[config.mk]
export PLATFORM = sky130hd
export DESIGN_NAME = sehd_in_stage
export DESIGN_NICKNAME = d
export VERILOG_FILES = /design/src/stx_etx_hex_sum_deframer_macros.svh /design/src/sehd_in_stage.sv
export SDC_FILE = /design/constraint.sdc
export NUM_CORES = 1
export LEC_CHECK = 0
export BUFFER_PORTS_ARGS = -buffer_cell sky130_fd_sc_hd__clkbuf_2
export CORE_AREA = 5 5 42 44
export DETAILED_ROUTE_END_ITERATION = 8
export DIE_AREA = 0 0 47 49
export GPL_ROUTABILITY_DRIVEN = 0
export RECOVER_POWER = 25
export SLEW_MARGIN = 5
export SYNTH_ARGS = -nofsm -noshare
export SYNTH_HDL_FRONTEND = slang
export SYNTH_SLANG_ARGS = --single-unit
[constraint.sdc]
create_clock -name clock -period 1.2 [get_ports clock]
set_input_delay 0 -clock clock [delete_from_list [all_inputs] [get_ports clock]]
set_output_delay 0 -clock clock [all_outputs]
set_load 0.01 [all_outputs]
[src/stx_etx_hex_sum_deframer_macros.svh]
// ----------------------------------------------------------------------------
// STX/ETX deframer assertion macros
// Concurrent checks on clock, disabled in reset; empty for synthesis.
// ----------------------------------------------------------------------------
`ifndef STX_ETX_HEX_SUM_DEFRAMER_MACROS_SVH
`define STX_ETX_HEX_SUM_DEFRAMER_MACROS_SVH
`ifndef SYNTHESIS
// check a condition at every clock edge
`define SEHD_ASSERT(label, expr, msg) \
   label: assert property (@(posedge clock) disable iff (reset) (expr)) else $error(msg);
// check a condition in the cycle after a trigger
`define SEHD_ASSERT_NEXT(label, trig, expr, msg) \
   label: assert property (@(posedge clock) disable iff (reset) (trig) |=> (expr)) \
      else $error(msg);
`else
`define SEHD_ASSERT(label, expr, msg)
`define SEHD_ASSERT_NEXT(label, trig, expr, msg)
`endif
`endif

[src/sehd_in_stage.sv]
// ----------------------------------------------------------------------------
// STX/ETX deframer input register
// Holds one received byte until the core consumes it.
// ----------------------------------------------------------------------------
module sehd_in_stage (
   input  logic       clock,
   input  logic       reset,
   input  logic       req_valid,
   output logic       req_ready,
   input  logic [7:0] req_byte,
   input  logic       advance,
   output logic       held_valid,
   output logic [7:0] held_byte
);

   logic       valid_ff;
   logic       valid_in;
   logic [7:0] byte_ff;
   logic       load;

   // take a new transaction when empty or when the held byte moves on
   assign req_ready = !valid_ff || advance;
   assign load      = req_valid && req_ready;
   assign valid_in  = load ? 1'b1 : (advance ? 1'b0 : valid_ff);

   always_ff @(posedge clock) begin
      if (reset) begin
         valid_ff <= 1'b0;
      end else begin
         valid_ff <= valid_in;
      end
   end

   // capture payload
   always_ff @(posedge clock) begin
      if (load) begin
         byte_ff <= req_byte;
      end
   end

   assign held_valid = valid_ff;
   assign held_byte  = byte_ff;

endmodule

# After elaboration in Yosys (flattened, before gate mapping)

Cells that the tools add are included.
W data, S select, Z words.

Bits in registers: 9
Latch bits: 0
RAM bits: 0
Memory bits (read-only): 0
Output and inout bits: 10
Word-level logic and storage cells: 8
Memories: 0

Add/subtract/negate cells: 0
$mul: 0
Div/mod/pow operators: 0
Order comparisons: 0
Eq/ne operators: 0
Shifts and indexed selects: 0
Mux-type cells: 2
Bitwise logic cells: 0
Reductions and logical operators: 4

Operator list:

| cell                | count |
|---|---|
| $mux W1             | 2 |
| $reduce_bool A2 Y1  | 1 |
| $logic_and A1 B1 Y1 | 1 |
| $logic_not A1 Y1    | 1 |
| $logic_or A1 B1 Y1  | 1 |

# Depth between registers and ports, before layout

Word-level depth: 4
Depth in mapped cells: 2
Mapped depth without buffers: 2

# Least setup slack after synthesis

No wires, ideal clock.

Kind: register to register
Start point: register valid_ff, in the netlist held_valid
End point: register byte_ff[0], in the netlist held_byte[0], enable pin
Arrival: 0.633 ns
Slack: 0.268 ns
Cell stages (with the launch flop): 3
Path buffers: 0
Period minus slack after synthesis: 0.932 ns
Cells stage by stage: dfxtp_1 nand2b_4 and2_4

Word-level cells in the longest chain between the ends: 3

Ends and longest elaborated chain:

| what                     | RTL line            | RTL |
|---|---|---|
| start: declaration       | sehd_in_stage.sv:16 | `logic valid_ff;` |
| start signal: assignment | sehd_in_stage.sv:30 | `valid_ff <= valid_in;` |
| $logic_not A1 Y1         | sehd_in_stage.sv:22 | `assign req_ready = !valid_ff \|\| advance;` |
| $logic_or A1 B1 Y1       | sehd_in_stage.sv:22 |  |
| named net req_ready      | sehd_in_stage.sv:9  | `output logic req_ready,` |
| $logic_and A1 B1 Y1      | sehd_in_stage.sv:23 | `assign load = req_valid && req_ready;` |
| named net load           | sehd_in_stage.sv:19 | `logic load;` |
| end signal: assignment   | sehd_in_stage.sv:37 | `byte_ff <= req_byte;` |
| end: declaration         | sehd_in_stage.sv:18 | `logic [7:0] byte_ff;` |

The timed path passes the listed nets, and every way through them passes these cells.
A chain may end at the register's enable or synchronous reset.

# Worst setup path in the final report

Start point: register valid_ff, in the netlist held_valid
End point: register valid_ff, in the netlist held_valid

Word-level cells in the longest chain between the ends: 4

Ends and longest elaborated chain:

| what                                          | RTL line |
|---|---|
| $logic_not A1 Y1 *                            | sehd_in_stage.sv:22 |
| $logic_or A1 B1 Y1 *                          | sehd_in_stage.sv:22 |
| $logic_and A1 B1 Y1 *                         | sehd_in_stage.sv:23 |
| $mux W1 or $reduce_bool A2 Y1 (tied branches) | -- |

Mark *: on every way between the ends. The rest lies on a longest branch, timed or not.

==> reports/qor.yml <==
grt_pass1_wl_um: 1180
final.min_clock_period_ps: 1150
hpwlAfterDp_um: 576
relSlewSlack_pct: 92.3
worst_ep_required_time_ps: 1390
synth_nets: 25
cts_buffer_depth: 2
path_cells: "nand2b_4 -> a21oi_2 -> dlygate4sd3_1"
h-tree-depth: 1
wl_per_cell_um: 11.5
slowest_delay_ps: 550
met1_usage_pct: 9.26
syn_area_per_cell_um2: 22.7
hold_viol_final: 0
dieHeight_um: 49
syn2layout_area_growth_pct: 85.2
synth_top_cell_area_share_pct: 81.4
grt.overflow.total: 0
clk_pin_slew_ps: 60
fin_skew_ps: 3.56
arrival_ps: 1330
met3_usage_pct: 3.69
grt_pass1_vias: 272
drive_gt1_share_pct: 56.3
num_rows: 14
synthTopCellsByArea: "edfxtp_1, dfxtp_1, nand2b_4, a21oi_2, and2_4"
synth_cells: 13
critPathBufInv: 1
netlist_area_um2: 295
dr.pass1.iters: 2
grt_max_degree: 9
final_cell_area_um2: 547
hold_class: "in2reg"
busiest_layer: "met2"
worstSetupEndpointType: "flop"
clk_latency_ps: 250
grt_use_total_pct: 7.60
coreArea_um2: 1400
cts_num_sinks: 9
p_per_area_nw_per_um2: 1240
ys_seq_area_share_pct: 88.1
cts-root-buf: "clkbuf_4"
path_class: "reg2reg"
start_kind: "flop"
final_net_count: 61
min_period_over_period_pct: 95.5
route.detailed.drc: 0
p_leak_uw: 0.000247
antenna_found_initial: 0
die_x_um: 47
cts_tree: "done"
routed_wl_um: 733
initial_core_util_pct: 21.1
ios: 22
max_clock_freq_mhz: 873
rsz0062_at_grt: "false"
ys_types: 6
final_cell_mix: "clkbuf_2, dlygate4sd3_1, edfxtp_1, clkbuf_4, clkbuf_1"
yosysTopAreaCell: "edfxtp_1"
viasPerCell: 3.75
layout_commonest_cell: "clkbuf_2"
slew_viol_final: 0
crit_family: "buffers and inverters"
yosysWarnings: 0
hold_depth: 2
cp_max_fo: 3
ys_ff_latch: 9
crit_cells: 3
placed_area_um2: 420
status: "complete, no violations"
drt_iter0_drc: 4
vdd_drop_max_mv: 0.562
use_met2_pct: 9.95
tns_ps: 0
port_buffers: 21
ant_nets: 0
max_cap_viol_count: 0
setup_viol: 0
reg2reg_depth: 3
vias: 240
dieArea_um2: 2300
cp_slowest_cell: "dlygate4sd3_1"
tightest_slew_ps: 115
numCtsBuffers: 3
n_antenna_cell: 0
synthesized netlist by cell type:
cell      n
dfxtp_1   1
inv_1     1
nand2b_4  1
a21oi_2   1
edfxtp_1  8
and2_4    1
worst paths after layout:
path,from,endpoint,slack (ps)
max,held_valid,held_valid,50
max reg2reg,held_valid,held_valid,50
min reg2reg,held_valid,held_byte[7],740
min,req_valid,held_byte[7],170
sequential cells by signal, summed over array words and instances, names as in the netlist:
name	flops
held_byte	8
held_valid	1
routing by layer:
metal | part of all wire [%] | vias to the layer above
met3 | 18 | 2
li1 | - | 117
met1 | 41 | 99
met5 | 0 | -
met4 | 1.4 | 0
met2 | 39 | 22
cells by family (layout without fill, tap and decap cells):
| kind of cell | after synthesis | in the layout | synth area share [%] |
|---|---|---|---|
| AO/OA/AOI/OAI | 1 | 1 | 2.97 |
| flip-flops | 9 | 9 | 88.1 |
| buffers and inverters | 1 | 36 | 1.27 |
| AND/OR/NAND/NOR | 2 | 2 | 7.63 |
what timing repair did:
action / 4_1_cts / 5_1_grt
endpoints found under the hold margin: 9 / 0
gates resized for setup: 0 / 1
hold buffers: 10 / 0
setup endpoints to repair: 0 / 1
buffers inserted: 0 / 0
where the power goes:
part	total [uW]	switching [uW]	internal, uW
Combinational	89.6	36.9	52.7
Sequential	369	6.01	363
Clock	222	94.6	127
area by class of cell:
type	count	area [um^2]
clock buffer	4	26.3
fill	140	855
inverter	1	3.75
multi-input combinational	3	31.3
sequential	9	262
tap	16	20.0
timing repair buffer	31	204
per-stage QoR:
step	hold WS [ps]	total power [uW]	util, %	setup WS [ps]	instances
floorplan	62.4	400	-	268	13
global placement	168	439	30.0	316	50
detailed placement	169	441	30.0	296	50
CTS	164	689	39.0	24.9	64
global route	184	719	39.0	17.1	64
finish	166	681	39.0	54.3	64
Note: power is estimated with default switching activity, not from simulation.
