**src/stx_etx_hex_sum_deframer_macros.svh**
```systemverilog
// ----------------------------------------------------------------------------
// STX/ETX deframer assertion macros
// Concurrent checks on clock, disabled in reset; empty for synthesis.
// ----------------------------------------------------------------------------
`ifndef STX_ETX_HEX_SUM_DEFRAMER_MACROS_SVH
`define STX_ETX_HEX_SUM_DEFRAMER_MACROS_SVH
`ifndef SYNTHESIS
// check a condition at every clock edge
`define SEHD_ASSERT(label, expr, msg) \
   label: assert property (@(posedge clock) disable iff (reset) (expr)) else $error(msg);
// check a condition in the cycle after a trigger
`define SEHD_ASSERT_NEXT(label, trig, expr, msg) \
   label: assert property (@(posedge clock) disable iff (reset) (trig) |=> (expr)) \
      else $error(msg);
`else
`define SEHD_ASSERT(label, expr, msg)
`define SEHD_ASSERT_NEXT(label, trig, expr, msg)
`endif
`endif

```
**src/sehd_pkg.sv**
```systemverilog
// ----------------------------------------------------------------------------
// STX/ETX deframer package
// Byte codes, status codes, transaction payload types and hex encoding.
// ----------------------------------------------------------------------------
package sehd_pkg;

   // default longest frame in bytes
   localparam int MAX_FRAME_DEFAULT = 256;

   // framing bytes
   localparam logic [7:0] BYTE_STX = 8'h02;
   localparam logic [7:0] BYTE_ETX = 8'h03;
   localparam logic [7:0] BYTE_ACK = 8'h06;
   localparam logic [7:0] BYTE_NAK = 8'h15;
   localparam logic [7:0] BYTE_CR  = 8'h0D;
   localparam logic [7:0] BYTE_LF  = 8'h0A;

   // ASCII offsets for hex digits
   localparam logic [7:0] HEX_DIGIT_BASE  = 8'h30;
   localparam logic [7:0] HEX_LETTER_BASE = 8'h37;

   // largest reported payload count
   localparam logic [7:0] COUNT_MAX = 8'hFF;

   // frame position at which payload bytes begin to leave the delay window
   localparam int FRAME_OVERHEAD = 6;
   // number of slots in the delay window
   localparam int WINDOW_DEPTH = 5;

   typedef enum logic [2:0] {
      STATUS_OK         = 3'd0,
      STATUS_ACK        = 3'd1,
      STATUS_NAK        = 3'd2,
      STATUS_INCOMPLETE = 3'd3,
      STATUS_HEADER     = 3'd4,
      STATUS_CHECKSUM   = 3'd5,
      STATUS_LONG       = 3'd6
   } sehd_status_type;

   typedef struct packed {
      logic [7:0] rx_byte;
   } sehd_req_type;

   typedef struct packed {
      logic       frame_end;
      logic [7:0] payload_byte;
      logic [7:0] command_byte;
      logic [2:0] frame_status;
      logic [7:0] payload_count;
   } sehd_rsp_type;

   // per-frame flags
   typedef struct packed {
      logic stx_seen;
      logic etx_seen;
      logic prev_cr;
      logic overflow;
   } sehd_flags_type;

   // uppercase ASCII hex character of a nibble
   function automatic logic [7:0] hex_char(input logic [3:0] nib);
      logic [7:0] wide;
      wide = {4'h0, nib};
      hex_char = (nib < 4'd10) ? wide + HEX_DIGIT_BASE : wide + HEX_LETTER_BASE;
   endfunction

endpackage

```
**src/sehd_out_stage.sv**
```systemverilog
// ----------------------------------------------------------------------------
// STX/ETX deframer result register
// Holds one result transaction until the consumer takes it.
// ----------------------------------------------------------------------------
module sehd_out_stage (
   input  logic                   clock,
   input  logic                   reset,
   input  logic                   load,
   input  sehd_pkg::sehd_rsp_type load_data,
   output logic                   out_free,
   output logic                   rsp_valid,
   input  logic                   rsp_ready,
   output sehd_pkg::sehd_rsp_type rsp_data
);

   logic                   valid_ff;
   logic                   valid_in;
   sehd_pkg::sehd_rsp_type data_ff;

   // room for a new result when empty or being drained
   assign out_free = !valid_ff || rsp_ready;
   assign valid_in = load ? 1'b1 : (rsp_ready ? 1'b0 : valid_ff);

   always_ff @(posedge clock) begin
      if (reset) begin
         valid_ff <= 1'b0;
      end else begin
         valid_ff <= valid_in;
      end
   end

   // capture result payload
   always_ff @(posedge clock) begin
      if (load) begin
         data_ff <= load_data;
      end
   end

   assign rsp_valid = valid_ff;
   assign rsp_data  = data_ff;

endmodule

```
**config.mk**
```make
export PLATFORM = sky130hd
export DESIGN_NAME = sehd_out_stage
export DESIGN_NICKNAME = d
export VERILOG_FILES = /design/src/stx_etx_hex_sum_deframer_macros.svh /design/src/sehd_pkg.sv /design/src/sehd_out_stage.sv
export SDC_FILE = /design/constraint.sdc
export NUM_CORES = 1
export LEC_CHECK = 0
export ABC_AREA = 1
export ABC_CLOCK_PERIOD_IN_PS = 840
export BUFFER_PORTS_ARGS = -buffer_cell sky130_fd_sc_hd__buf_4
export CELL_PAD_IN_SITES_DETAIL_PLACEMENT = 1
export CELL_PAD_IN_SITES_GLOBAL_PLACEMENT = 1
export CORE_MARGIN = 10
export CORE_UTILIZATION = 30
export DETAILED_ROUTE_END_ITERATION = 10
export PLACE_DENSITY = 0.74
export SLEW_MARGIN = 20
export SYNTH_ARGS = -nofsm -noshare
export SYNTH_HDL_FRONTEND = slang
export SYNTH_SLANG_ARGS = --single-unit
```
**constraint.sdc**
```tcl
create_clock -name clock -period 0.84 [get_ports clock]
set_clock_uncertainty 0.15 [all_clocks]
set_input_delay 0.084 -clock clock [delete_from_list [all_inputs] [get_ports clock]]
set_output_delay 0.084 -clock clock [all_outputs]
set_load 0.03 [all_outputs]
```
Yosys cells after proc, flatten, opt, wreduce, memory -nomap -nowiden:

Cells that the tools add are included.

* bits in registers: 29
* latch bits: 0
* bits in writable memories: 0
* memory bits (read-only): 0
* input bits: 32
* output and inout port bits: 30
* logic and storage cells: 11
* memories kept: 0

* $add $sub $neg: 0
* $mul: 0
* divide/modulo/power cells: 0
* magnitude comparators: 0
* eq/ne operators: 0
* shift operators: 0
* multiplexer cells: 2
* bitwise logic cells: 0
* reductions and logical operators: 3

Operator list (count)
* 1-bit 2-to-1 mux: 2
* 2-bit nonzero test: 1
* 1-bit zero test: 1
* 1-bit logical OR: 1

Depth between registers and ports, before layout:

Gate-level depths: netlist of the first run.

* depth after elaboration: 2
* gate-level depth with buffers: 3
* gate-level depth less buffers: 3

Worst setup path after synthesis of the first run:

Ideal clock, no wire load.

* kind: register to register
* start: reg, netlist name rsp_valid
* end: reg valid_ff, in the netlist rsp_valid
* library setup time: 66 ps
* arrival time: 840 ps
* data required time: 624 ps
* setup slack: -216 ps
* stages on the path, launching flop included: 3
* buffers on the path: 0
* clock period less this slack: 1056 ps
* cells stage by stage: dfxtp_1 > nand2_2 > a21oi_2

RTL lines
* to (signal assigned): line sehd_out_stage.sv:28 `valid_ff <= valid_in;`
* to (decl): line sehd_out_stage.sv:16 `logic valid_ff;`

Final worst setup path of the first run:

* start: reg data_ff (netlist bit rsp_data[12])
* end: out rsp_data[12] (netlist name)

RTL lines
* from (decl): line sehd_out_stage.sv:18 `sehd_pkg::sehd_rsp_type data_ff;`
* from (signal assigned): line sehd_out_stage.sv:35 `data_ff <= load_data;`
* to (decl): line sehd_out_stage.sv:13 `output sehd_pkg::sehd_rsp_type rsp_data`

No word-level cell between the ends.

==> results of run 1 <==
## layer usage
metal,up-vias,GRT usage (%),routed length (um)
li1,325,-,-
met1,327,13.9,1230
met2,51,19.8,1530
met3,5,10.4,561
met4,0,5.49,55
met5,-,0,0
## final cells by class
cell class                 instances  area [um2]
sequential                        29         865
fill                             235         898
clock buffer                       6        41.3
tap                               31        38.8
multi-input combinational          2        20.0
inverter                           2        7.51
clock inverter                     2        10.0
timing repair buffer              92         901
## state kept, by name, summed over array words and instances, names as in the netlist
register   cells
rsp_data      28
rsp_valid      1
## tightest hold or removal path: stages
cell and delay (ns):
buf_4 0.08, inv_1 0.06, nand2_4 0.08, a21oi_2 0.04
## cells in the mapped netlist
cell,instances
dfxtp_1,1
edfxtp_1,28
inv_1,2
nand2_2,1
a21oi_2,1
## power by group through the flow
stage / registers [mW] / logic [mW] / clock network, mW
after floorplan: 2.01 / 0.0135 / 0
after global placement: 1.77 / 0.582 / 0
after detailed placement: 1.78 / 0.592 / 0
after CTS: 1.77 / 0.768 / 0.806
after global routing: 1.78 / 0.814 / 0.890
final: 1.77 / 0.776 / 0.800
## worst paths after layout
path / startpoint / endpoint / slack (ns) / depth (start not counted)
min reg2reg: rsp_valid$_SDFFE_PP0P_ / rsp_valid$_SDFFE_PP0P_ / 0.34 / 2
max: rsp_data[12]$_DFFE_PP_ / rsp_data[12] / -0.33 / 1
max reg2reg: rsp_valid$_SDFFE_PP0P_ / rsp_valid$_SDFFE_PP0P_ / 0.10 / 2
min: rsp_ready / rsp_valid$_SDFFE_PP0P_ / -0.11 / 4
## cells by family (layout without fill, tap and decap cells)
logic type / after synthesis / in the layout / share of synthesized area (%)
AO/OA/AOI/OAI: 1 / 1 / 0.992
buffers and inverters: 2 / 102 / 0.850
flip-flops: 29 / 29 / 97.5
AND/OR/NAND/NOR: 1 / 1 / 0.709
## what timing repair did
action                                  in CTS  in global routing
resized for setup                           30                  0
hold endpoints to repair                    32                  4
pin swaps                                    1                  0
endpoints found under the setup margin      30                 30
## through the flow
| step | total power, mW | cells | setup WS [ns] | instance area (um2) |
|---|---|---|---|---|
| after floorplan | 2.02 | 33 | 0.0130 | 892 |
| after global placement | 2.35 | 127 | 0.0198 | 1430 |
| after detailed placement | 2.37 | 127 | 0.00608 | 1430 |
| after CTS | 3.34 | 164 | -0.301 | 1880 |
| after global routing | 3.49 | 164 | -0.356 | 1880 |
| final | 3.35 | 164 | -0.328 | 1880 |
==> out/results.tsv, run 1 <==
stage	metric	value	unit
run_status	status	finished with violations	
run_status	failing checks	hold timing, setup timing	
power	P_leak	0.806	nW
setup_path	worst-path fanout max	1	
synthesis	Syn Area/Cell	26.8	um2
grt	largest net degree at the start of global routing	14	
cells_and_area	most frequent cells in the layout	buf_4 (31), buf_6 (30), dlygate4sd3_1 (29)	
clock_tree	number of buffers created by CTS	5	
synthesis	syn nets	65	
floorplanning	Core Region	0.00278	mm2
grt	GRT Overall Usage	13.3	%
synthesis	number of library cell types mapped by synthesis	5	
drt	1st-iter DRT viols	13	
clock_tree	CTS tree	done	
clock_tree	deepest clock path buffer count	2	
synthesis	Post-Synthesis Cells	33	
power	part of the power in registers	52.9	%
setup_path	CP top delay family	flip-flops	
placement	gpl congestion	0.631	
cells_and_area	fin util	67.7	%
setup_path	CP required	0.61	ns
clock_tree	clk slew on worst S/H paths	0.10	ns
job	max_cap viols	0	
grt	antenna violations before repair	0	
power	power share of the combinational group	23.2	%
grt	vias in the first global route	868	
timing	final setup vio count	33	
grt	GR Overflow Total	0	
setup_path	worst setup path category	reg -> out	
timing	setup tns final	-8.01	ns
timing	Slew @ Worst Pin	0.130	ns
power	Internal	2.43	mW
floorplanning	Die H	74.3	um
synthesis	Syn. warnings	0	
power	Peak VDD IR	0.00154	V
floorplanning	row count	19	
synthesis	Yosys top cell by area	edfxtp_1	
timing	RSZ-0062 raised after global routing	true	
setup_path	Slowest cell on crit path	edfxtp_1	
synthesis	top cell type's share of synthesized area	95.2	%
placement	dpl hpwl	2060	um
clock_tree	setup bufs post-CTS	0	
clock_tree	CTS sink cnt	29	
clock_tree	CTS root buffer	clkbuf_4	
cells_and_area	share of cells above drive strength 1	54.9	%
drt	first-pass detailed-route iteration total	4	
grt	first-pass GRT wire length	5260	um
timing	Rel. slew slack	91.3	%
setup_path	CP peak stage delay	0.44	ns
timing	Fin. Hold Viols	4	
power	PwrDens	1780	mW/mm2
synthesis	FF+latch count, synth	29	
timing	fin crit share	139	%
setup_path	crit path cell chain	buf_6	
timing	worst-case hold slack	-0.109	ns
cells_and_area	commonest non-fill, non-tap cell in the layout	buf_4	
clock_tree	Clock Latency Late Sink	0.32	ns
floorplanning	# IOs	62	
setup_path	CP Launch Type	flop	
synthesis	Cell Area, Synth	883	um2
setup_path	Critical path buffers and inverters	1	
synthesis	synth top area cells	edfxtp_1 (95%), dfxtp_1 (2.3%), a21oi_2 (0.99%)	
floorplanning	die width	74.3	um
synthesis	sequential-to-total area share from yosys stat	97.5	%
cells_and_area	# nets final	164	
min_path	Hold Path Class	in -> reg	
clock_tree	CTS Hold Bufs	29	
drt	Routed Antenna Nets	0	
power	Switch Pwr	0.915	mW
setup_path	Critical Path Sink Type	output port	
cells_and_area	Area growth, synth to finish	113	%
drt	via-per-instance ratio	4.32	
placement	I/O Buffers	61	
timing	max frequency	856	MHz
drt	DR vias	708	
power	net switching fraction of the power	27.3	%
drt	DRC	0	
clock_tree	htree depth	2	
timing	pins over their slew limit	0	
timing	Setup WS post-layout	-0.328	ns
timing	minimum clock period	1.17	ns
setup_path	Critical Path AT	0.93	ns
drt	drt total wl	3370	um
power	clock power share	23.9	%
floorplanning	total die area	0.00552	mm2
floorplanning	Starting Density	31.8	%
drt	routed len/inst	20.5	um
cells_and_area	ANT cells	0	
Power figures use the tool's default switching activity.
==> run 2, diff against run 1 <==
ABC_CLOCK_PERIOD_IN_PS = 1300   (was 840)
BUFFER_PORTS_ARGS = -buffer_cell sky130_fd_sc_hd__buf_2   (was -buffer_cell sky130_fd_sc_hd__buf_4)
TNS_END_PERCENT = 50   (was not set)
clock period = 1.3 ns   (was 0.84 ns; I/O delays follow)
==> out/results.tsv, run 2 (synthesized netlist as in run 1, its figures left out) <==
stage	metric	value	unit
cells_and_area	most frequent cells in the layout	buf_2 (61), dlygate4sd3_1 (29), edfxtp_1 (28)	
timing	Setup WS post-layout	0.0808	ns
cells_and_area	Largest register FFs	28	
clock_tree	CTS sink cnt	29	
power	PwrDens	1260	mW/mm2
placement	Post-Place Cells	126	
floorplanning	die width	74.3	um
drt	routed len/inst	18.5	um
power	P_leak	0.697	nW
timing	worst-case hold slack	-0.0847	ns
setup_path	crit path cell chain	nand2_2, buf_2	
grt	largest net degree at the start of global routing	30	
min_path	Hold Path Class	in -> reg	
cells_and_area	Final Non-Filler Cells	164	
drt	drt total wl	3030	um
setup_path	Critical Path Sink Type	output port	
drt	1st-iter DRT viols	2	
drt	DRC	0	
placement	Post-DP Area	0.00125	mm2
power	Peak VDD IR	0.000736	V
drt	DR vias	704	
floorplanning	# IOs	62	
drt	first-pass detailed-route iteration total	3	
timing	pins over their slew limit	0	
setup_path	CP required	1.02	ns
clock_tree	CTS tree	done	
clock_tree	number of buffers created by CTS	5	
timing	RSZ-0062 raised after global routing	false	
floorplanning	Die H	74.3	um
floorplanning	row count	19	
grt	GR Overflow Total	0	
drt	Routed Antenna Nets	0	
timing	fin crit share	93.8	%
setup_path	CP peak stage delay	0.34	ns
clock_tree	CTS root buffer	clkbuf_4	
cells_and_area	share of cells above drive strength 1	53.8	%
cells_and_area	commonest non-fill, non-tap cell in the layout	buf_2	
placement	gpl congestion	0.624	
cells_and_area	# nets final	163	
job	max_cap viols	0	
setup_path	worst-path fanout max	2	
timing	Rel. slew slack	87.9	%
clock_tree	clk slew on worst S/H paths	0.09	ns
setup_path	Critical Path AT	0.94	ns
setup_path	Slowest cell on crit path	dfxtp_2	
cells_and_area	design area	0.00159	mm2
clock_tree	Clock Latency Late Sink	0.32	ns
floorplanning	total die area	0.00552	mm2
floorplanning	Starting Density	31.8	%
placement	I/O Buffers	61	
cells_and_area	fin util	57.2	%
grt	GRT Overall Usage	12.2	%
grt	vias in the first global route	903	
timing	final setup vio count	0	
clock_tree	CTS Hold Bufs	30	
drt	via-per-instance ratio	4.29	
floorplanning	Core Region	0.00278	mm2
clock_tree	deepest clock path buffer count	2	
grt	first-pass GRT wire length	4820	um
setup_path	worst setup path category	reg -> out	
clock_tree	htree depth	2	
timing	Slew @ Worst Pin	0.183	ns
setup_path	CP Launch Type	flop	
run_status	failing checks	hold timing	
cells_and_area	Area growth, synth to finish	80.2	%
timing	setup tns final	0	ns
timing	minimum clock period	1.22	ns
grt	antenna violations before repair	1	
placement	pre-CTS setup slack	0.417	ns
timing	max frequency	820	MHz
run_status	status	finished with violations	
power	Power Total	2.00	mW
timing	Fin. Hold Viols	1	
run 2: cell count changes in the layout (fill, tap and decap cells not counted), moves of 2 or more:
| cell | change |
|---|---|
| buf_4 | -31 |
| buf_6 | -30 |
| buf_2 | +61 |
| clkinv_1 | +2 |
run 2: area by class of cell:
type / count / area, um2
clock inverters: 3 / 12.5
fillers: 283 / 1190
diodes: 1 / 2.50
inverters: 2 / 7.51
multi-input cells: 2 / 15.0
repair buffers: 91 / 616
well taps: 31 / 38.8
flip-flops and latches: 29 / 862
clock buffers: 5 / 37.5
run 2: critical path, delay by kind of cell, from the launching register on:
| kind | cells | cell delay (ns) |
|---|---|---|
| flops | 1 | 0.34 |
| simple gates | 1 | 0.08 |
| buf+inv | 1 | 0.20 |
run 2: repair_timing:
action	in CTS	in global routing
setup buffers	0	0
endpoints found under the setup margin	0	1
resized for setup	0	1
endpoints found under the hold margin	29	1
run 2: power by group:
part | internal (mW) | switching [mW]
clock | 0.195 | 0.303
combinational | 0.145 | 0.229
sequential | 1.10 | 0.0207
total | 1.44 | 0.553
run 2: final timing paths:
check | from | endpoint | slack, ns | cells after the start
min reg2reg | rsp_valid$_SDFFE_PP0P_ | rsp_valid$_SDFFE_PP0P_ | 0.34 | 2
max | rsp_valid$_SDFFE_PP0P_ | out_free | 0.08 | 2
max reg2reg | rsp_valid$_SDFFE_PP0P_ | rsp_valid$_SDFFE_PP0P_ | 0.57 | 2
min | rsp_ready | rsp_valid$_SDFFE_PP0P_ | -0.08 | 4
run 2: routing by layer:
metal | vias up | wire (um) | GRT usage [%]
met5 | - | 0 | 0
met4 | 0 | 45 | 6.71
met3 | 6 | 558 | 11.3
met2 | 50 | 1400 | 18.3
met1 | 322 | 1020 | 10.8
li1 | 326 | - | -
