==> src/stx_etx_hex_sum_deframer_macros.svh <==
// ----------------------------------------------------------------------------
// STX/ETX deframer assertion macros
// Concurrent checks on clock, disabled in reset; empty for synthesis.
// ----------------------------------------------------------------------------
`ifndef STX_ETX_HEX_SUM_DEFRAMER_MACROS_SVH
`define STX_ETX_HEX_SUM_DEFRAMER_MACROS_SVH
`ifndef SYNTHESIS
// check a condition at every clock edge
`define SEHD_ASSERT(label, expr, msg) \
   label: assert property (@(posedge clock) disable iff (reset) (expr)) else $error(msg);
// check a condition in the cycle after a trigger
`define SEHD_ASSERT_NEXT(label, trig, expr, msg) \
   label: assert property (@(posedge clock) disable iff (reset) (trig) |=> (expr)) \
      else $error(msg);
`else
`define SEHD_ASSERT(label, expr, msg)
`define SEHD_ASSERT_NEXT(label, trig, expr, msg)
`endif
`endif

==> src/sehd_pkg.sv <==
// ----------------------------------------------------------------------------
// STX/ETX deframer package
// Byte codes, status codes, transaction payload types and hex encoding.
// ----------------------------------------------------------------------------
package sehd_pkg;

   // default longest frame in bytes
   localparam int MAX_FRAME_DEFAULT = 256;

   // framing bytes
   localparam logic [7:0] BYTE_STX = 8'h02;
   localparam logic [7:0] BYTE_ETX = 8'h03;
   localparam logic [7:0] BYTE_ACK = 8'h06;
   localparam logic [7:0] BYTE_NAK = 8'h15;
   localparam logic [7:0] BYTE_CR  = 8'h0D;
   localparam logic [7:0] BYTE_LF  = 8'h0A;

   // ASCII offsets for hex digits
   localparam logic [7:0] HEX_DIGIT_BASE  = 8'h30;
   localparam logic [7:0] HEX_LETTER_BASE = 8'h37;

   // largest reported payload count
   localparam logic [7:0] COUNT_MAX = 8'hFF;

   // frame position at which payload bytes begin to leave the delay window
   localparam int FRAME_OVERHEAD = 6;
   // number of slots in the delay window
   localparam int WINDOW_DEPTH = 5;

   typedef enum logic [2:0] {
      STATUS_OK         = 3'd0,
      STATUS_ACK        = 3'd1,
      STATUS_NAK        = 3'd2,
      STATUS_INCOMPLETE = 3'd3,
      STATUS_HEADER     = 3'd4,
      STATUS_CHECKSUM   = 3'd5,
      STATUS_LONG       = 3'd6
   } sehd_status_type;

   typedef struct packed {
      logic [7:0] rx_byte;
   } sehd_req_type;

   typedef struct packed {
      logic       frame_end;
      logic [7:0] payload_byte;
      logic [7:0] command_byte;
      logic [2:0] frame_status;
      logic [7:0] payload_count;
   } sehd_rsp_type;

   // per-frame flags
   typedef struct packed {
      logic stx_seen;
      logic etx_seen;
      logic prev_cr;
      logic overflow;
   } sehd_flags_type;

   // uppercase ASCII hex character of a nibble
   function automatic logic [7:0] hex_char(input logic [3:0] nib);
      logic [7:0] wide;
      wide = {4'h0, nib};
      hex_char = (nib < 4'd10) ? wide + HEX_DIGIT_BASE : wide + HEX_LETTER_BASE;
   endfunction

endpackage

==> src/sehd_core.sv <==
// ----------------------------------------------------------------------------
// STX/ETX deframer core
// Frame state, delay window, running sum and the result of one byte.
// ----------------------------------------------------------------------------
`include "stx_etx_hex_sum_deframer_macros.svh"

module sehd_core #(
   parameter int MAX_FRAME = sehd_pkg::MAX_FRAME_DEFAULT
) (
   input  logic                 clock,
   input  logic                 reset,
   input  logic                 step,
   input  logic [7:0]           rx_byte,
   output logic                 res_valid,
   output sehd_pkg::sehd_rsp_type res
);

   localparam int POS_W = $clog2(MAX_FRAME + 1);
   localparam int DIFF_W = POS_W + 8;
   localparam logic [POS_W-1:0] POS_MAX = POS_W'(MAX_FRAME);
   localparam logic [POS_W-1:0] POS_ONE = POS_W'(1);
   localparam logic [POS_W-1:0] POS_SUM_START = POS_W'(sehd_pkg::WINDOW_DEPTH - 1);
   localparam logic [POS_W-1:0] POS_PAYLOAD = POS_W'(sehd_pkg::FRAME_OVERHEAD);
   localparam int LAST = sehd_pkg::WINDOW_DEPTH - 1;

   logic [7:0]               win_ff [sehd_pkg::WINDOW_DEPTH];
   logic [7:0]               win_in [sehd_pkg::WINDOW_DEPTH];
   logic [POS_W-1:0]         pos_ff;
   logic [POS_W-1:0]         pos_in;
   logic [7:0]               sum_ff;
   logic [7:0]               sum_in;
   logic [7:0]               first_ff;
   logic [7:0]               first_in;
   logic [7:0]               cmd_ff;
   logic [7:0]               cmd_in;
   sehd_pkg::sehd_flags_type flags_ff;
   sehd_pkg::sehd_flags_type flags_in;
   logic                     frame_done;
   logic                     in_payload;
   logic [POS_W-1:0]         diff;
   logic [DIFF_W-1:0]        diff_wide;
   logic [7:0]               count;
   sehd_pkg::sehd_status_type status;

   // shift the delay window
   always_comb begin
      win_in[0] = rx_byte;
      for (int i = 1; i < sehd_pkg::WINDOW_DEPTH; i++) begin
         win_in[i] = win_ff[i-1];
      end
   end

   // next frame bookkeeping
   always_comb begin
      first_in = (pos_ff == '0) ? rx_byte : first_ff;
      cmd_in   = (pos_ff == POS_ONE) ? rx_byte : cmd_ff;
      flags_in.stx_seen = flags_ff.stx_seen || (rx_byte == sehd_pkg::BYTE_STX);
      flags_in.etx_seen = flags_ff.etx_seen || (rx_byte == sehd_pkg::BYTE_ETX);
      flags_in.prev_cr  = (rx_byte == sehd_pkg::BYTE_CR);
      flags_in.overflow = flags_ff.overflow || (pos_ff >= POS_MAX);
      sum_in = (pos_ff >= POS_SUM_START) ? sum_ff + win_in[LAST] : sum_ff;
      pos_in = (pos_ff < POS_MAX) ? pos_ff + POS_ONE : POS_MAX;
   end

   assign frame_done = (rx_byte == sehd_pkg::BYTE_LF) && flags_ff.prev_cr;
   assign in_payload = (pos_ff >= POS_PAYLOAD);

   // saturated payload count
   always_comb begin
      diff      = pos_ff - POS_PAYLOAD;
      diff_wide = {8'h00, diff};
      if (!in_payload) begin
         count = 8'h00;
      end else if (diff_wide > DIFF_W'(sehd_pkg::COUNT_MAX)) begin
         count = sehd_pkg::COUNT_MAX;
      end else begin
         count = diff_wide[7:0];
      end
   end

   // end-of-frame status in priority order
   always_comb begin
      if (first_in == sehd_pkg::BYTE_ACK) begin
         status = sehd_pkg::STATUS_ACK;
      end else if (first_in == sehd_pkg::BYTE_NAK) begin
         status = sehd_pkg::STATUS_NAK;
      end else if (flags_in.overflow) begin
         status = sehd_pkg::STATUS_LONG;
      end else if (!flags_in.stx_seen || !flags_in.etx_seen || !in_payload ||
                   win_in[LAST] != sehd_pkg::BYTE_ETX) begin
         status = sehd_pkg::STATUS_INCOMPLETE;
      end else if (first_in != sehd_pkg::BYTE_STX) begin
         status = sehd_pkg::STATUS_HEADER;
      end else if (win_in[LAST-1] != sehd_pkg::hex_char(sum_in[7:4]) ||
                   win_in[LAST-2] != sehd_pkg::hex_char(sum_in[3:0])) begin
         status = sehd_pkg::STATUS_CHECKSUM;
      end else begin
         status = sehd_pkg::STATUS_OK;
      end
   end

   // build the result of this byte
   always_comb begin
      res = '0;
      res_valid = frame_done || in_payload;
      if (frame_done) begin
         res.frame_end     = 1'b1;
         res.command_byte  = cmd_in;
         res.frame_status  = status;
         res.payload_count = count;
      end else begin
         res.payload_byte = win_in[LAST];
      end
   end

   // advance state; clear it at frame end
   always_ff @(posedge clock) begin
      if (reset || (step && frame_done)) begin
         for (int i = 0; i < sehd_pkg::WINDOW_DEPTH; i++) begin
            win_ff[i] <= 8'h00;
         end
         pos_ff   <= '0;
         sum_ff   <= 8'h00;
         first_ff <= 8'h00;
         cmd_ff   <= 8'h00;
         flags_ff <= '0;
      end else if (step) begin
         for (int i = 0; i < sehd_pkg::WINDOW_DEPTH; i++) begin
            win_ff[i] <= win_in[i];
         end
         pos_ff   <= pos_in;
         sum_ff   <= sum_in;
         first_ff <= first_in;
         cmd_ff   <= cmd_in;
         flags_ff <= flags_in;
      end
   end

   `SEHD_ASSERT(a_pos_bound, pos_ff <= POS_MAX, "frame position beyond limit")
   `SEHD_ASSERT(a_ovf_pos, !flags_ff.overflow || (pos_ff == POS_MAX), "overflow below limit")
   `SEHD_ASSERT_NEXT(a_end_clears, step && frame_done, {pos_ff, flags_ff} == '0, "state kept")
   `SEHD_ASSERT(a_payload_pos, !(step && res_valid && !res.frame_end) || in_payload, "early byte")

endmodule

==> config.mk <==
export PLATFORM = sky130hd
export DESIGN_NAME = sehd_core
export DESIGN_NICKNAME = d
export VERILOG_FILES = /design/src/sehd_pkg.sv /design/src/sehd_core.sv
export VERILOG_INCLUDE_DIRS = /design/src /design/src/src
export SDC_FILE = /design/constraint.sdc
export NUM_CORES = 1
export LEC_CHECK = 0
export ABC_AREA = 1
export BUFFER_PORTS_ARGS = -buffer_cell sky130_fd_sc_hd__buf_4
export CAP_MARGIN = 30
export CORE_MARGIN = 4
export CORE_UTILIZATION = 26
export DETAILED_ROUTE_END_ITERATION = 10
export GPL_ROUTABILITY_DRIVEN = 0
export SETUP_SLACK_MARGIN = 0.3
export SYNTH_ARGS = -nofsm -noshare
export SYNTH_HDL_FRONTEND = slang
export SYNTH_SLANG_ARGS = --single-unit
==> constraint.sdc <==
create_clock -name clock -period 2.42 [get_ports clock]
set_input_delay 0.121 -clock clock [delete_from_list [all_inputs] [get_ports clock]]
set_output_delay 0.121 -clock clock [all_outputs]
set_load 0.1 [all_outputs]
Word level (Yosys, flattened, before mapping) --
Memories as Yosys holds them, arrays and structs flattened. Index checks and enable logic that the tools add are counted.
Storage, ports and cells: output and inout port bits 29, bits in read-only memories 0, bits in latches 0, memory bits (writable) 40, input bits 11, word-level logic and storage cells 81, register bits 37, memories kept 1
Memory list:
- win_ff | words 5, width 8, read ports 4, clocked after Yosys merged registers in 0, write ports 5, RTL line sehd_core.sv:26 | logic [7:0] win_ff [sehd_pkg::WINDOW_DEPTH];
Operators by class: mux-type cells 27, reductions and logical operators 15, equality and inequality tests 11, bitwise operators 5, add/sub/neg operators 7, $lt $le $gt $ge 7, multiply operators 0, shift-type cells 0, divide/modulo/power cells 0
Operator list (count):
- $mux 8 | 11
- $add 4x6->7 const B | 4
- $mux 19 | 1
- $ge 9x3->1 const B | 2
- $mux 3 | 6
- $eq 8x2->1 const B | 2
- $eq 8x4->1 const B | 2
- $ne 8x2->1 const B | 2
- $ne 8x7->1 | 2
- $mux 7 | 2
- $add 9x1->9 const B | 1
- $eq 9x1->1 const B | 1
- $ge 9x9->1 const B | 1
- $gt 9x8->1 const B | 1
- $logic_not 9->1 | 1
- $logic_or 1x1->1 | 9
- $lt 9x9->1 const B | 1
- $mux 9 | 1
- $sub 9x3->9 const B | 1
- $add 8x8->8 | 1
- $eq 8x3->1 const B | 1
- $eq 8x5->1 const B | 1
- $lt 4x4->1 const B | 2
- $mux 1 | 6
- 3 further kinds | 10

Depth between registers and ports, before layout --
An unclocked memory read counts as a cell.
depth in word-level cells 14, mapped depth 22, mapped depth without buffers 22

Worst setup path after synthesis --
No wires, ideal clock.
kind reg-to-output, start point register sum_ff[0], end point output port res[10] (netlist bit), path slack -1267 ps, stages on the path, launching flop included 16, path buffers 0, required time 2299 ps, arrival 3566 ps, path through dfxtp_1 ha_1 inv_1 fa_1 inv_1 o21ai_0 ha_1 inv_1 nand3_1 nand3_1 nand2_1 nand3_1 nor2_1 nand4_1 o21ai_0 a21oi_1
RTL lines:
- from (decl) | RTL line sehd_core.sv:30 | logic [7:0] sum_ff;
- from (signal assigned) | RTL line sehd_core.sv:132 | sum_ff <= sum_in;
- to (decl) | RTL line sehd_core.sv:15 | output sehd_pkg::sehd_rsp_type res

==> results by group <==
Status
  • Status: finished with violations
  • Violated checks: setup timing

Finish
  • Layout cells sized above 1: 37.4%
  • Fillers: between 1500 and 2000
  • Layout overhead on the synthesized area: 56.7%
  • Final Instance Area: around 6600 sq um
  • Final Util: between 40% and 50%
  • Nets: approximately 760
  • Ant. Diodes: 0

Critical path
  • Crit Path Max Fanout: 2
  • Reg-to-reg slack, setup: -310 ps
  • CP cell instances: ha_2 -> inv_2 -> fa_2 -> inv_2 -> o21ai_2 -> ha_1 -> inv_1 -> nand3_2 -> nand2_1 -> nand2_1 -> nand2_1 -> nand3_1 -> nor2_1 -> nand4_1 -> o21ai_1 -> buf_4 -> a21oi_4 -> buf_12
  • Startpoint Class: register
  • Critical path endpoint category: output port
  • Critical-path top delay cell: fa_2
  • Top cell by count, worst path: nand2_1
  • Req. time, crit path: between 2000 and 2500 ps
  • Critical path type: register to output port
  • Arrival time at the worst endpoint: 3020 ps
  • CP max stage delay: approximately 530 ps

Clock tree
  • Clock Latency Late Sink: roughly 330 ps
  • Cts bufs inserted: 9
  • Clock Pin Slew Worst Setup and Hold Paths: about 60 ps
  • Hold buffer count at cts: 0
  • CTS max path bufs: 2
  • CTS Sinks: 69
  • CTS Root Cell: clkbuf_16
  • H-tree depth: 3
  • CTS tree: yes

Timing
  • Slew @ Worst Pin: approximately 420 ps
  • Final-report hold violation count: 0
  • Fmax: roughly 320 MHz
  • Slew Limit Fails: 0
  • Final setup violation count: 4
  • RSZ-0062 raised after global routing: yes
  • Setup ws final: -722 ps
  • Skew final: around 5.5 ps
  • Period Utilization, post-route: 130%
  • Slew headroom: between 70% and 80%
  • Final Critical Period: between 3000 and 4000 ps

Logic synthesis
  • Cell Area, Synth: ~4200 sq um
  • Post-synth EDFFs: 32
  • Top cells by count, synth: 125 x nand2_1, 104 x inv_1, 95 x nor2_1
  • Synth Register Bits: between 60 and 70
  • Post-synth ARST share: 0%
  • Syn Area/Cell: about 7.0 sq um
  • Unique cell type count in the Yosys netlist: between 40 and 50
  • Post-synthesis cell count: 602
  • Register area share after synthesis: between 40% and 50%
  • Dominant cell type by area after synthesis: edfxtp_1
  • Mapped Nets: between 600 and 700
  • Yosys warns: 0
  • Dominant cells by area after synthesis: edfxtp_1 23%, dfxtp_1 17%, nand2_1 11%
  • Yosys top cell area share: between 20% and 30%
  • Main synth FF type: dfxtp_1
  • Most frequent cell after synthesis: nand2_1

Power
  • Total Power: 3.96 mW
  • Leakage power: just under 3 nW
  • Pwr Density: slightly below 600 nW/um^2
  • VDD IR max: roughly 0.34 mV

Detailed routing
  • Via count: around 4200
  • Detailed Route Iter0 Violations: 250
  • Detailed Route WL: 12.3 mm
  • Avg WL per Cell: approximately 13 um
  • Vias per std cell: 4.39
  • DRT antenna net count: 0
  • DRC violations left: 0
  • First-pass DRT Iterations: 5

Floorplan
  • Die height: around 140 um
  • I/O pin count: 40
  • Area of the core: 15900 sq um
  • Core Rows: 46
  • Die X: 136 um
  • Initial Util: between 20% and 30%
  • Die footprint: between 15000 and 20000 sq um

Global routing
  • Vias in the first global route: 4031
  • Largest net degree at the start of global routing: 39
  • First-pass GRT wire length: between 15 and 20 mm
  • Overflow after GRT: 0
  • Initial antenna violation count: 0
  • GRT Util Overall: 13.3%

Job
  • Max-Cap Viols: 0

Placement
  • Dpl cell area: about 5500 sq um
  • Post-placement setup slack: -489 ps
  • Hpwl dp: approximately 8.4 mm
  • I/O Buffers: 39

Min path
  • Worst Hold Class: input pin to register
routing by layer:
layer | track usage (%) | up-vias | wire (um)
met1 | 17.9 | 1926 | 5780
li1 | - | 2186 | -
met4 | 3.25 | 0 | 134
met2 | 21.6 | 84 | 5820
met3 | 3.05 | 10 | 521
met5 | 0 | - | 0
through the flow:
stage / setup TNS [ps] / hold WS (ps) / instances
6_report: -2000 / 142 / 959
5_1_grt: -2670 / 143 / 959
4_1_cts: -2040 / 141 / 950
3_5_place_dp: -1070 / 457 / 915
3_3_place_gp: -990 / 450 / 915
2_1_floorplan: -1840 / 325 / 602
path summary, 6_finish.rpt:
path	from	end	cells after the start
max	win_ff[0][24]	res[10]	18
min	step	sum_ff[1]	2
max reg2reg	pos_ff[5]	first_ff[7]	21
min reg2reg	first_ff[3]	first_ff[3]	2
repair_timing:
item | CTS | global route
resized for setup | 100 | 75
buffers inserted | 18 | 8
endpoints found under the setup margin | 20 | 21
gates cloned | 1 | 1
pin swaps | 32 | 29
critical path, delay by kind of cell, from the launching register on:
kind	cells	cell delay, ps
fa+ha+maj	3	960
simple gates	7	580
buf+inv	5	440
flops	1	350
compound gates	3	340
cell families after synthesis:
family	Yosys count	share of synthesized area, %
compound gates	85	10.7
xor+xnor	10	2.07
fa+ha+maj	14	4.31
buf+inv	128	12.1
flops	69	40.1
simple gates	296	30.7
cell usage in the layout (no fill, tap or decap), types with 6 or more instances in the layout:
cell / instances
a21oi_1: 30
a21oi_2: 10
a21oi_4: 8
buf_12: 20
buf_4: 110
buf_6: 11
clkbuf_16: 9
clkinvlp_4: 6
dfxtp_1: 30
dfxtp_2: 7
edfxtp_1: 32
ha_1: 8
inv_1: 88
inv_2: 11
nand2_1: 109
nand2_2: 15
nand3_1: 30
nand4_1: 10
nor2_1: 76
nor2_2: 7
nor2_4: 18
o21ai_0: 23
area by class of cell:
| cell class | instances | area (sq um) | area share, % |
|---|---|---|---|
| Timing Repair Buffer | 143 | 1380 | 20.8 |
| Tap cell | 216 | 270 | 4.07 |
| Clock buffer | 10 | 229 | 3.45 |
| Sequential cell | 69 | 1710 | 25.7 |
| Multi-Input combinational cell | 406 | 2530 | 38.1 |
| Inverter | 109 | 447 | 6.72 |
| Clock inverter | 6 | 77.6 | 1.17 |
power breakdown:
| group | internal (mW) | switching [mW] |
|---|---|---|
| registers | 1.32 | 0.0563 |
| logic | 0.517 | 0.680 |
| clock network | 0.891 | 0.494 |
| total | 2.73 | 1.23 |
sequential cells by signal, summed over array words and instances (netlist names):
register	count
win_ff	32
first_ff	8
flags_ff	4
pos_ff	9
sum_ff	8
cmd_ff	8
Note: power is estimated with default switching activity, not from simulation.
